## src/hdl/slr_pkg.sv

```systemverilog
// Shared widths, codes, command and status types for the linear regression block.
`timescale 1ns / 1ps

package slr_pkg;

  localparam int MAX_SAMPLES = 4096;

  localparam int IN_W   = 16;
  localparam int OUT_W  = 48;
  localparam int ST_W   = 2;

  localparam int CNT_W  = $clog2(MAX_SAMPLES + 1);
  localparam int SUM_W  = CNT_W + IN_W;
  localparam int PRD_W  = 2 * IN_W;
  localparam int PSUM_W = CNT_W + PRD_W - 1;
  localparam int D_W    = CNT_W + PSUM_W + 1;

  localparam int MA_W   = D_W;
  localparam int MB_W   = SUM_W;
  localparam int P_W    = MA_W + MB_W;
  localparam int W_W    = P_W + 1;

  localparam int SLOPE_SH = 16;
  localparam int ICPT_SH  = 8;
  localparam int NUM_W    = W_W + ICPT_SH;
  localparam int DEN_W    = P_W;

  typedef enum logic [ST_W-1:0] {
    ST_OK       = 2'd0,
    ST_ZERO_VAR = 2'd1,
    ST_TOO_MANY = 2'd2
  } status_t;

  typedef enum logic [3:0] {
    OP_NXX,
    OP_XX,
    OP_NXY,
    OP_XY,
    OP_YSXX,
    OP_XSXY,
    OP_NSXX,
    OP_SLOPE,
    OP_ICPT
  } op_t;

  typedef struct packed {
    logic take;
    logic mul_start;
    logic div_start;
    logic out_load;
    op_t  op;
  } cmd_t;

  typedef struct packed {
    logic mul_done;
    logic div_done;
    logic ovf;
    logic sxx_nonpos;
  } sts_t;

  function automatic logic [OUT_W-1:0] sat_q(input logic neg, input logic [NUM_W-1:0] mag);
    logic [OUT_W-1:0] lo;
    lo = mag[OUT_W-1:0];
    if (!neg) begin
      if (|mag[NUM_W-1:OUT_W-1]) begin
        return {1'b0, {(OUT_W-1){1'b1}}};
      end
      return lo;
    end
    if ((|mag[NUM_W-1:OUT_W]) || (mag[OUT_W-1] && (|mag[OUT_W-2:0]))) begin
      return {1'b1, {(OUT_W-1){1'b0}}};
    end
    return (~lo) + OUT_W'(1);
  endfunction

endpackage

```

## src/hdl/slr_mul.sv

```systemverilog
// Shift-add signed multiplier, one bit of the narrow operand per cycle.
`timescale 1ns / 1ps

module slr_mul import slr_pkg::*; (
  input  logic                   clk,
  input  logic                   rst_n,
  input  logic                   start,
  input  logic signed [MA_W-1:0] a,
  input  logic signed [MB_W-1:0] b,
  output logic                   done,
  output logic signed [P_W-1:0]  prod
);

  localparam int MCW = $clog2(MB_W + 1);

  logic            busy_r;
  logic            sgn_r;
  logic            done_r;
  logic [MCW-1:0]  cnt_r;
  logic [P_W-1:0]  am_r;
  logic [MB_W-1:0] bm_r;
  logic [P_W-1:0]  acc_r;
  logic            neg_r;
  logic [P_W-1:0]  prod_r;
  logic [MA_W-1:0] a_mag;
  logic [MB_W-1:0] b_mag;

  always_comb begin
    a_mag = a[MA_W-1] ? MA_W'(-a) : MA_W'(a);
    b_mag = b[MB_W-1] ? MB_W'(-b) : MB_W'(b);
  end

  always_ff @(posedge clk) begin
    if (!rst_n) begin
      busy_r <= 1'b0;
      sgn_r  <= 1'b0;
      done_r <= 1'b0;
      cnt_r  <= '0;
    end else begin
      done_r <= 1'b0;
      if (start) begin
        busy_r <= 1'b1;
        cnt_r  <= MCW'(MB_W);
      end else if (busy_r) begin
        cnt_r <= cnt_r - MCW'(1);
        if (cnt_r == MCW'(1)) begin
          busy_r <= 1'b0;
          sgn_r  <= 1'b1;
        end
      end else if (sgn_r) begin
        sgn_r  <= 1'b0;
        done_r <= 1'b1;
      end
    end
  end

  always_ff @(posedge clk) begin
    if (start) begin
      am_r  <= P_W'(a_mag);
      bm_r  <= b_mag;
      acc_r <= '0;
      neg_r <= a[MA_W-1] ^ b[MB_W-1];
    end else if (busy_r) begin
      if (bm_r[0]) begin
        acc_r <= acc_r + am_r;
      end
      am_r <= {am_r[P_W-2:0], 1'b0};
      bm_r <= {1'b0, bm_r[MB_W-1:1]};
    end else if (sgn_r) begin
      prod_r <= neg_r ? (~acc_r) + P_W'(1) : acc_r;
    end
  end

  assign done = done_r;
  assign prod = $signed(prod_r);

endmodule

```

## src/hdl/slr_div.sv

```systemverilog
// Restoring divider of unsigned magnitudes, one quotient bit per cycle.
`timescale 1ns / 1ps

module slr_div import slr_pkg::*; (
  input  logic             clk,
  input  logic             rst_n,
  input  logic             start,
  input  logic [NUM_W-1:0] num,
  input  logic [DEN_W-1:0] den,
  output logic             done,
  output logic [NUM_W-1:0] quo
);

  localparam int DCW = $clog2(NUM_W + 1);

  logic             busy_r;
  logic             done_r;
  logic [DCW-1:0]   cnt_r;
  logic [NUM_W-1:0] quo_r;
  logic [DEN_W-1:0] den_r;
  logic [DEN_W-1:0] rem_r;
  logic [DEN_W:0]   rem_sh;
  logic [DEN_W+1:0] diff;
  logic             ge;

  always_comb begin
    rem_sh = {rem_r, quo_r[NUM_W-1]};
    diff   = {1'b0, rem_sh} - {2'b00, den_r};
    ge     = !diff[DEN_W+1];
  end

  always_ff @(posedge clk) begin
    if (!rst_n) begin
      busy_r <= 1'b0;
      done_r <= 1'b0;
      cnt_r  <= '0;
    end else begin
      done_r <= 1'b0;
      if (start) begin
        busy_r <= 1'b1;
        cnt_r  <= DCW'(NUM_W);
      end else if (busy_r) begin
        cnt_r <= cnt_r - DCW'(1);
        if (cnt_r == DCW'(1)) begin
          busy_r <= 1'b0;
          done_r <= 1'b1;
        end
      end
    end
  end

  always_ff @(posedge clk) begin
    if (start) begin
      quo_r <= num;
      den_r <= den;
      rem_r <= '0;
    end else if (busy_r) begin
      rem_r <= ge ? diff[DEN_W-1:0] : rem_sh[DEN_W-1:0];
      quo_r <= {quo_r[NUM_W-2:0], ge};
    end
  end

  assign done = done_r;
  assign quo  = quo_r;

endmodule

```

## src/hdl/slr_dp.sv

```systemverilog
// Datapath: sample accumulators, operand selection, shared multiplier and divider, result registers.
`timescale 1ns / 1ps

module slr_dp import slr_pkg::*; (
  input  logic                   clk,
  input  logic                   rst_n,
  input  logic signed [IN_W-1:0] in_x_sample,
  input  logic signed [IN_W-1:0] in_y_sample,
  input  cmd_t                   cmd,
  output sts_t                   sts,
  output logic [OUT_W-1:0]       out_slope,
  output logic [OUT_W-1:0]       out_intercept,
  output logic [ST_W-1:0]        out_status
);

  logic                     stg_v_r;
  logic signed [IN_W-1:0]   stg_x_r;
  logic signed [IN_W-1:0]   stg_y_r;
  logic signed [PRD_W-1:0]  stg_xy_r;
  logic signed [PRD_W-1:0]  stg_xx_r;
  logic signed [PRD_W-1:0]  xy_c;
  logic signed [PRD_W-1:0]  xx_c;

  logic [CNT_W-1:0]         n_r;
  logic signed [SUM_W-1:0]  sx_r;
  logic signed [SUM_W-1:0]  sy_r;
  logic signed [PSUM_W-1:0] sxy_r;
  logic signed [PSUM_W-1:0] sxx_r;
  logic                     ovf_r;

  logic signed [D_W-1:0]    p1_r;
  logic signed [D_W-1:0]    sxx_d_r;
  logic signed [D_W-1:0]    sxy_d_r;
  logic signed [W_W-1:0]    w_r;
  logic [DEN_W-1:0]         dden_r;
  logic [OUT_W-1:0]         slope_r;
  logic [OUT_W-1:0]         icpt_r;

  logic [OUT_W-1:0]         out_slope_r;
  logic [OUT_W-1:0]         out_icpt_r;
  status_t                  out_status_r;
  status_t                  st_c;

  logic signed [MA_W-1:0]   mul_a;
  logic signed [MB_W-1:0]   mul_b;
  logic                     mul_done;
  logic signed [P_W-1:0]    mul_prod;
  logic [NUM_W-1:0]         div_num;
  logic [DEN_W-1:0]         div_den;
  logic                     div_done;
  logic [NUM_W-1:0]         div_quo;

  logic [D_W-1:0]           sxy_mag;
  logic [W_W-1:0]           w_mag;
  logic                     sxx_nonpos;

  assign xy_c = in_x_sample * in_y_sample;
  assign xx_c = in_x_sample * in_x_sample;

  always_ff @(posedge clk) begin
    if (cmd.take) begin
      stg_x_r  <= in_x_sample;
      stg_y_r  <= in_y_sample;
      stg_xy_r <= xy_c;
      stg_xx_r <= xx_c;
    end
  end

  always_ff @(posedge clk) begin
    if (!rst_n) begin
      stg_v_r <= 1'b0;
      n_r     <= '0;
      sx_r    <= '0;
      sy_r    <= '0;
      sxy_r   <= '0;
      sxx_r   <= '0;
      ovf_r   <= 1'b0;
    end else begin
      stg_v_r <= cmd.take;
      if (cmd.out_load) begin
        n_r   <= '0;
        sx_r  <= '0;
        sy_r  <= '0;
        sxy_r <= '0;
        sxx_r <= '0;
        ovf_r <= 1'b0;
      end else if (stg_v_r) begin
        if (n_r < CNT_W'(MAX_SAMPLES)) begin
          n_r   <= n_r + CNT_W'(1);
          sx_r  <= sx_r + SUM_W'(stg_x_r);
          sy_r  <= sy_r + SUM_W'(stg_y_r);
          sxy_r <= sxy_r + PSUM_W'(stg_xy_r);
          sxx_r <= sxx_r + PSUM_W'(stg_xx_r);
        end else begin
          ovf_r <= 1'b1;
        end
      end
    end
  end

  always_comb begin
    sxy_mag    = sxy_d_r[D_W-1] ? D_W'(-sxy_d_r) : D_W'(sxy_d_r);
    w_mag      = w_r[W_W-1] ? W_W'(-w_r) : W_W'(w_r);
    sxx_nonpos = sxx_d_r[D_W-1] || (sxx_d_r == '0);
  end

  always_comb begin
    mul_a   = '0;
    mul_b   = '0;
    div_num = '0;
    div_den = '0;
    case (cmd.op)
      OP_NXX: begin
        mul_a = MA_W'(sxx_r);
        mul_b = MB_W'(n_r);
      end
      OP_XX: begin
        mul_a = MA_W'(sx_r);
        mul_b = sx_r;
      end
      OP_NXY: begin
        mul_a = MA_W'(sxy_r);
        mul_b = MB_W'(n_r);
      end
      OP_XY: begin
        mul_a = MA_W'(sy_r);
        mul_b = sx_r;
      end
      OP_YSXX: begin
        mul_a = sxx_d_r;
        mul_b = sy_r;
      end
      OP_XSXY: begin
        mul_a = sxy_d_r;
        mul_b = sx_r;
      end
      OP_NSXX: begin
        mul_a = sxx_d_r;
        mul_b = MB_W'(n_r);
      end
      OP_SLOPE: begin
        div_num = NUM_W'(sxy_mag) << SLOPE_SH;
        div_den = DEN_W'($unsigned(sxx_d_r));
      end
      OP_ICPT: begin
        div_num = NUM_W'(w_mag) << ICPT_SH;
        div_den = dden_r;
      end
      default: begin
        mul_a = '0;
      end
    endcase
  end

  slr_mul u_mul (
    .clk   (clk),
    .rst_n (rst_n),
    .start (cmd.mul_start),
    .a     (mul_a),
    .b     (mul_b),
    .done  (mul_done),
    .prod  (mul_prod)
  );

  slr_div u_div (
    .clk   (clk),
    .rst_n (rst_n),
    .start (cmd.div_start),
    .num   (div_num),
    .den   (div_den),
    .done  (div_done),
    .quo   (div_quo)
  );

  always_ff @(posedge clk) begin
    if (mul_done) begin
      case (cmd.op)
        OP_NXX, OP_NXY: p1_r    <= D_W'(mul_prod);
        OP_XX:          sxx_d_r <= p1_r - D_W'(mul_prod);
        OP_XY:          sxy_d_r <= p1_r - D_W'(mul_prod);
        OP_YSXX:        w_r     <= W_W'(mul_prod);
        OP_XSXY:        w_r     <= w_r - W_W'(mul_prod);
        OP_NSXX:        dden_r  <= $unsigned(mul_prod);
        default:        p1_r    <= p1_r;
      endcase
    end
    if (div_done) begin
      case (cmd.op)
        OP_SLOPE: slope_r <= sat_q(sxy_d_r[D_W-1], div_quo);
        OP_ICPT:  icpt_r  <= sat_q(w_r[W_W-1], div_quo);
        default:  slope_r <= slope_r;
      endcase
    end
  end

  always_comb begin
    if (ovf_r) begin
      st_c = ST_TOO_MANY;
    end else if (sxx_nonpos) begin
      st_c = ST_ZERO_VAR;
    end else begin
      st_c = ST_OK;
    end
  end

  always_ff @(posedge clk) begin
    if (cmd.out_load) begin
      out_status_r <= st_c;
      out_slope_r  <= (st_c == ST_OK) ? slope_r : '0;
      out_icpt_r   <= (st_c == ST_OK) ? icpt_r : '0;
    end
  end

  assign sts.mul_done   = mul_done;
  assign sts.div_done   = div_done;
  assign sts.ovf        = ovf_r;
  assign sts.sxx_nonpos = sxx_nonpos;

  assign out_slope     = out_slope_r;
  assign out_intercept = out_icpt_r;
  assign out_status    = out_status_r;

endmodule

```

## src/hdl/slr_ctrl.sv

```systemverilog
// Controller: sample intake, sequencing of the fit arithmetic and the result register handshake.
`timescale 1ns / 1ps

module slr_ctrl import slr_pkg::*; (
  input  logic clk,
  input  logic rst_n,
  input  logic in_valid,
  input  logic in_last_pair,
  input  logic out_ready,
  input  sts_t sts,
  output logic in_ready,
  output logic out_valid,
  output cmd_t cmd
);

  typedef enum logic [2:0] {
    S_ACC,
    S_DRAIN,
    S_GO,
    S_WAIT,
    S_FIN
  } state_t;

  state_t state_r, state_nxt;
  op_t    op_r, op_nxt;
  logic   out_valid_r, out_valid_nxt;
  logic   is_div;

  function automatic op_t next_op(input op_t op);
    case (op)
      OP_NXX:  return OP_XX;
      OP_XX:   return OP_NXY;
      OP_NXY:  return OP_XY;
      OP_XY:   return OP_YSXX;
      OP_YSXX: return OP_XSXY;
      OP_XSXY: return OP_NSXX;
      OP_NSXX: return OP_SLOPE;
      OP_SLOPE: return OP_ICPT;
      default: return OP_NXX;
    endcase
  endfunction

  always_comb begin
    is_div        = op_r inside {OP_SLOPE, OP_ICPT};
    state_nxt     = state_r;
    op_nxt        = op_r;
    out_valid_nxt = out_valid_r && !out_ready;
    in_ready      = 1'b0;
    cmd           = '0;
    cmd.op        = op_r;
    case (state_r)
      S_ACC: begin
        in_ready = 1'b1;
        cmd.take = in_valid;
        if (in_valid && in_last_pair) begin
          state_nxt = S_DRAIN;
        end
      end
      S_DRAIN: begin
        op_nxt    = OP_NXX;
        state_nxt = S_GO;
      end
      S_GO: begin
        if ((op_r == OP_NXX && sts.ovf) || (op_r == OP_YSXX && sts.sxx_nonpos)) begin
          state_nxt = S_FIN;
        end else begin
          cmd.mul_start = !is_div;
          cmd.div_start = is_div;
          state_nxt     = S_WAIT;
        end
      end
      S_WAIT: begin
        if ((is_div && sts.div_done) || (!is_div && sts.mul_done)) begin
          if (op_r == OP_ICPT) begin
            state_nxt = S_FIN;
          end else begin
            op_nxt    = next_op(op_r);
            state_nxt = S_GO;
          end
        end
      end
      S_FIN: begin
        if (!out_valid_r || out_ready) begin
          cmd.out_load  = 1'b1;
          out_valid_nxt = 1'b1;
          state_nxt     = S_ACC;
        end
      end
      default: begin
        state_nxt = S_ACC;
      end
    endcase
  end

  always_ff @(posedge clk) begin
    if (!rst_n) begin
      state_r     <= S_ACC;
      op_r        <= OP_NXX;
      out_valid_r <= 1'b0;
    end else begin
      state_r     <= state_nxt;
      op_r        <= op_nxt;
      out_valid_r <= out_valid_nxt;
    end
  end

  assign out_valid = out_valid_r;

endmodule

```

## src/hdl/simple_linear_regression.sv

```systemverilog
// Top level of the one-pass least squares line fit over Q8.8 sample pairs.
//
//   channel  direction  handshake              payload
//   in       input      in_valid / in_ready    in_x_sample, in_y_sample, in_last_pair
//   out      output     out_valid / out_ready  out_slope, out_intercept, out_status
//
// Sample pairs are taken one beat per cycle while accumulating; each is summed in the
// cycle after it is taken. After the last pair, the fit runs seven products on a shared
// shift-add multiplier and two quotients on a shared 96-step restoring divider.
// Overflow skips the arithmetic; zero x variance is found after the first four
// products. Reset is synchronous, active low.
// A result waits in the output register while the next data set streams in; a finished
// fit holds off new samples only until the output register is free.
`timescale 1ns / 1ps

module simple_linear_regression import slr_pkg::*; (
  input  logic                   clk,
  input  logic                   rst_n,
  input  logic                   in_valid,
  output logic                   in_ready,
  input  logic signed [IN_W-1:0] in_x_sample,
  input  logic signed [IN_W-1:0] in_y_sample,
  input  logic                   in_last_pair,
  output logic                   out_valid,
  input  logic                   out_ready,
  output logic [OUT_W-1:0]       out_slope,
  output logic [OUT_W-1:0]       out_intercept,
  output logic [ST_W-1:0]        out_status
);

  cmd_t cmd;
  sts_t sts;

  slr_ctrl u_ctrl (
    .clk          (clk),
    .rst_n        (rst_n),
    .in_valid     (in_valid),
    .in_last_pair (in_last_pair),
    .out_ready    (out_ready),
    .sts          (sts),
    .in_ready     (in_ready),
    .out_valid    (out_valid),
    .cmd          (cmd)
  );

  slr_dp u_dp (
    .clk           (clk),
    .rst_n         (rst_n),
    .in_x_sample   (in_x_sample),
    .in_y_sample   (in_y_sample),
    .cmd           (cmd),
    .sts           (sts),
    .out_slope     (out_slope),
    .out_intercept (out_intercept),
    .out_status    (out_status)
  );

  a_no_intake_while_mul_done: assert property (@(posedge clk) disable iff (!rst_n)
    sts.mul_done |-> !in_ready)
    else $error("multiplier finished while samples were being taken");

  a_load_into_free_slot: assert property (@(posedge clk) disable iff (!rst_n)
    cmd.out_load |-> (!out_valid || out_ready))
    else $error("result loaded over one not yet taken");

  a_stop_after_last: assert property (@(posedge clk) disable iff (!rst_n)
    (in_valid && in_ready && in_last_pair) |=> !in_ready)
    else $error("samples taken after the last pair beat");

  a_overflow_status: assert property (@(posedge clk) disable iff (!rst_n)
    (cmd.out_load && sts.ovf) |=> (out_status == ST_TOO_MANY))
    else $error("sample overflow not reported");

  a_flagged_zero: assert property (@(posedge clk) disable iff (!rst_n)
    (out_valid && (out_status != ST_OK)) |-> (out_slope == '0 && out_intercept == '0))
    else $error("flagged result carries nonzero fit");

endmodule
```

## config.mk

```make
export PLATFORM = sky130hd
export DESIGN_NAME = simple_linear_regression
export DESIGN_NICKNAME = d
export VERILOG_FILES = /design/src/hdl/slr_pkg.sv /design/src/hdl/slr_mul.sv /design/src/hdl/slr_div.sv /design/src/hdl/slr_dp.sv /design/src/hdl/slr_ctrl.sv /design/src/hdl/simple_linear_regression.sv
export SDC_FILE = /design/constraint.sdc
export NUM_CORES = 2
export LEC_CHECK = 0
export BUFFER_PORTS_ARGS = -buffer_cell sky130_fd_sc_hd__buf_2
export CAP_MARGIN = 5
export CORE_ASPECT_RATIO = 1.1
export CORE_UTILIZATION = 45
export DETAILED_ROUTE_END_ITERATION = 8
export GPL_TIMING_DRIVEN = 0
export PLACE_DENSITY = 0.71
export SYNTH_ARGS = -nofsm -noshare
export SYNTH_HDL_FRONTEND = slang
export SYNTH_HIERARCHICAL = 1
export SYNTH_SLANG_ARGS = --single-unit
```

## constraint.sdc

```tcl
create_clock -name clk -period 8.83 [get_ports clk]
set_input_delay 0.883 -clock clk [delete_from_list [all_inputs] [get_ports clk]]
set_output_delay 0.883 -clock clk [all_outputs]
set_load 0.02 [all_outputs]
```

==> results.ini <==
[yosys]
netlist_area_sq_mm = 0.106
syn_inst = 11400
ys.warnings.count = 6
async_flop_share_pct = 0
yosysUniqueCellTypes = 118
synth_area_leaders = edfxtp_1 (28%), fa_1 (9.5%), ha_1 (7.6%)
synthDominantCellAreaShare_pct = 28.2
synth_edf_count = 995
yosysSeqAreaShare_pct = 35.6
synth.avg_cell_area_sq_um = 9.31
synthFlopType = edfxtp_1
synth_top_area_cell = edfxtp_1
synth.ff_latch_count = 1388

[setup_path]
cp-start-kind = input port
ff2ff_setup_slack_ns = 1.59
cp.required_ns = 9.34
cp-end-kind = register
ff2ff_path_depth = 20
path_max_fanout = 10
regToRegStartpoint = u_ctrl/op_r[1]
startpoint = in_x_sample[7]
critPathArrivalTime_ns = 9.17
critical_path_class = in2reg
reg2reg_to = u_dp/u_mul/am_r[49]

[clocking]
clk_latency_ns = 0.86
cts.sinks = 1388
hold_buffers = 0
cts.repair.resized = 0
cts_tree = done
cts_htree_levels = 4
cts_setup_buffers = 0
cts_made_buffers = 147
cts.path.max_buffers = 3
path_clk_slew_ns = 0.06
ctsRootBufferMaster = clkbuf_16

[placement]
gp_congestion = 1.06
dpl.hpwl_um = 298000
numPortBuffers = 136

[power]
clock_power_share_pct = 18.6
p_seq_share_pct = 25.7
p_per_area_mw_per_mm2 = 303
leakagePower_nw = 47.6
ir_drop_v = 0.00235
swShare_pct = 44.7
internal_power_mw = 19.5
p_sw_mw = 15.8
pwr-share-comb_pct = 55.7

[drt]
via_per_inst = 5.98
vias = 89800
drt_iter0_markers = 9829
drt-total-wl_um = 372000
ant_nets = 0
remaining_drc_errors = 51
dr.pass1.iters = 9
wl_per_cell_um = 24.8

[global_route]
gr-total-overflow = 0
grt.total_usage_pct = 30.5
grt_pass1_vias = 86000
grt_max_degree = 76
antenna_found_initial = 35
grt_first_pass_wirelength_um = 545000

[floorplanning]
start_util_pct = 45.3
die-height_um = 511
row_count = 186
die_x_um = 465
coreArea_sq_mm = 0.234
ios = 137
design.die.area_sq_mm = 0.238

[layout]
area_delta_synth_final_pct = 9.78
fin_nets = 12900
utilization_pct = 49.8
final_common_cell = nand2_1
drive_gt1_share_pct = 5.95
mostFrequentLayoutCells = nand2_1 (1141), inv_1 (1051), edfxtp_1 (995)
n_fill_cell = 21800

[timing]
finalHoldViolations = 0
skew_ns = 0.0520
whs_ns = 0.300
max_slew.worst_pin.slew_ns = 1.51
timing.fmax_mhz = 115
drv_slew = 11
fin_crit_ns = 8.66
setup_violations = 0
period_share_pct = 98.1
max_slew_margin_pct = -0.652

[min_path]
holdPathEnd = u_dp/stg_x_r[12]
hold_path_depth = 1
hold_class = in2reg
worstHoldStart = in_x_sample[12]

[run]
maxCapViolCount = 2

[status]
status = finished, violations left
failed_checks = design-rule violations, max-capacitance violations, max-slew violations

per-layer routing:
| layer | global-route usage [%] | routed length [um] | part of all wire (%) |
|---|---|---|---|
| met1 | 36.6 | 140000 | 38 |
| met2 | 48.5 | 168000 | 45 |
| met3 | 5.21 | 30500 | 8.2 |
| met4 | 23.7 | 33100 | 8.9 |
| met5 | 0 | 51 | 0.014 |
cells by family (layout without fill, tap and decap cells):
| family | count (synthesis) | count (layout) | share of synthesized area (%) |
|---|---|---|---|
| mux | 210 | 210 | 2.14 |
| buf+inv | 1590 | 2030 | 5.72 |
| xor+xnor | 794 | 794 | 6.56 |
| fa+ha+maj | 1149 | 1149 | 17.1 |
| other cells | 1 | 92 | 0.00354 |
| simple gates | 3276 | 3276 | 14.9 |
| flops | 1388 | 1388 | 35.6 |
| compound gates | 2986 | 2986 | 17.9 |
power by group through the flow:
stage | registers [mW] | clock network [mW] | logic (mW)
2_1_floorplan | 8.73 | 0 | 14.2
3_3_place_gp | 9.15 | 0 | 19.0
3_5_place_dp | 9.15 | 0 | 19.2
4_1_cts | 9.02 | 6.64 | 19.3
5_1_grt | 9.08 | 6.88 | 22.0
6_report | 9.08 | 6.56 | 19.7
state kept, by name (all words and copies together), names as in the netlist, 30 cells and up, named ones only:
name	count
u_dp/u_div/quo	96
u_dp/w_r	88
u_dp/dden_r	87
u_dp/u_div/den_r	87
u_dp/u_div/rem_r	87
u_dp/u_mul/acc_r	87
u_dp/u_mul/am_r	87
u_dp/u_mul/prod	87
u_dp/p1_r	58
u_dp/sxx_d_r	58
u_dp/sxy_d_r	58
u_dp/icpt_r	48
u_dp/out_intercept	48
u_dp/out_slope	48
u_dp/slope_r	48
u_dp/sxx_r	44
u_dp/sxy_r	44
u_dp/stg_xy_r	32
u_dp/stg_xx_r	30
Yosys cell counts (all sizes together), types with 107 or more instances:
| master | n |
|---|---|
| nand3 | 171 |
| o31ai | 118 |
| o21ai | 589 |
| ha | 647 |
| o22ai | 133 |
| inv | 1052 |
| nor2 | 750 |
| edfxtp | 995 |
| nand2 | 1142 |
| xor2 | 377 |
| a21o | 278 |
| nor3 | 130 |
| a22oi | 140 |
| a211oi | 128 |
| or3 | 107 |
| fa | 502 |
| nand4 | 138 |
| dfxtp | 393 |
| clkbuf | 481 |
| mux2 | 135 |
| o21bai | 116 |
| xnor2 | 417 |
| a21oi | 937 |
| and2 | 330 |
area by class of cell:
cell class,instances,area (sq um),share of cell area (%)
Clock buffer,177,3880,3.33
Buffer,537,2110,1.82
Multi-Input combinational cell,8423,62300,53.6
Sequential cell,1388,37700,32.4
Antenna cell,84,210,0.181
Tap cell,3102,3880,3.33
Clock inverter,99,1190,1.02
Timing Repair Buffer,164,1100,0.943
Inverter,1053,3960,3.40
worst max-delay path by stage:
stage	end	slack, ns	cells past startpoint
2_1_floorplan	u_dp/u_div/quo[0]	1.04	11
3_3_place_gp	u_dp/p1_r[57]	-3.44	2
3_5_place_dp	u_dp/stg_xy_r[30]	-0.76	25
4_1_cts	u_dp/stg_xy_r[30]	0.13	25
5_1_grt	u_dp/stg_xy_r[30]	-0.03	27
6_report	u_dp/stg_xy_r[28]	0.17	25
stage by stage:
step           setup WS, ns  cell area, sq um  power (mW)  setup TNS, ns  instances
2_1_floorplan          1.04            106000        22.9              0      11400
5_1_grt             -0.0304            116000        38.0        -0.0304      15000
3_5_place_dp         -0.762            111000        28.3          -2.45      14700
6_report              0.167            116000        35.3              0      15000
3_3_place_gp          -3.44            111000        28.1        -913.65      14600
4_1_cts               0.130            116000        35.0              0      14900
worst max-delay path, stage by stage:
cell and delay, ns:
buf_2 0.15, clkbuf_1 0.61, clkbuf_1 0.71, nand2_1 0.18, fa_1 0.54, fa_1 0.55
inv_1 0.05, fa_1 0.50, inv_1 0.05, fa_1 0.46, fa_1 0.51, fa_1 0.54
inv_1 0.04, ha_1 0.35, nand3_1 0.09, nor2_1 0.11, inv_1 0.06, a211oi_1 0.35
o21ai_0 0.16, a21boi_0 0.50, o21bai_1 0.19, a311oi_1 0.49, nor2b_1 0.14, o21ba_2 0.24
xnor2_1 0.71
Power figures use the tool's default switching activity.
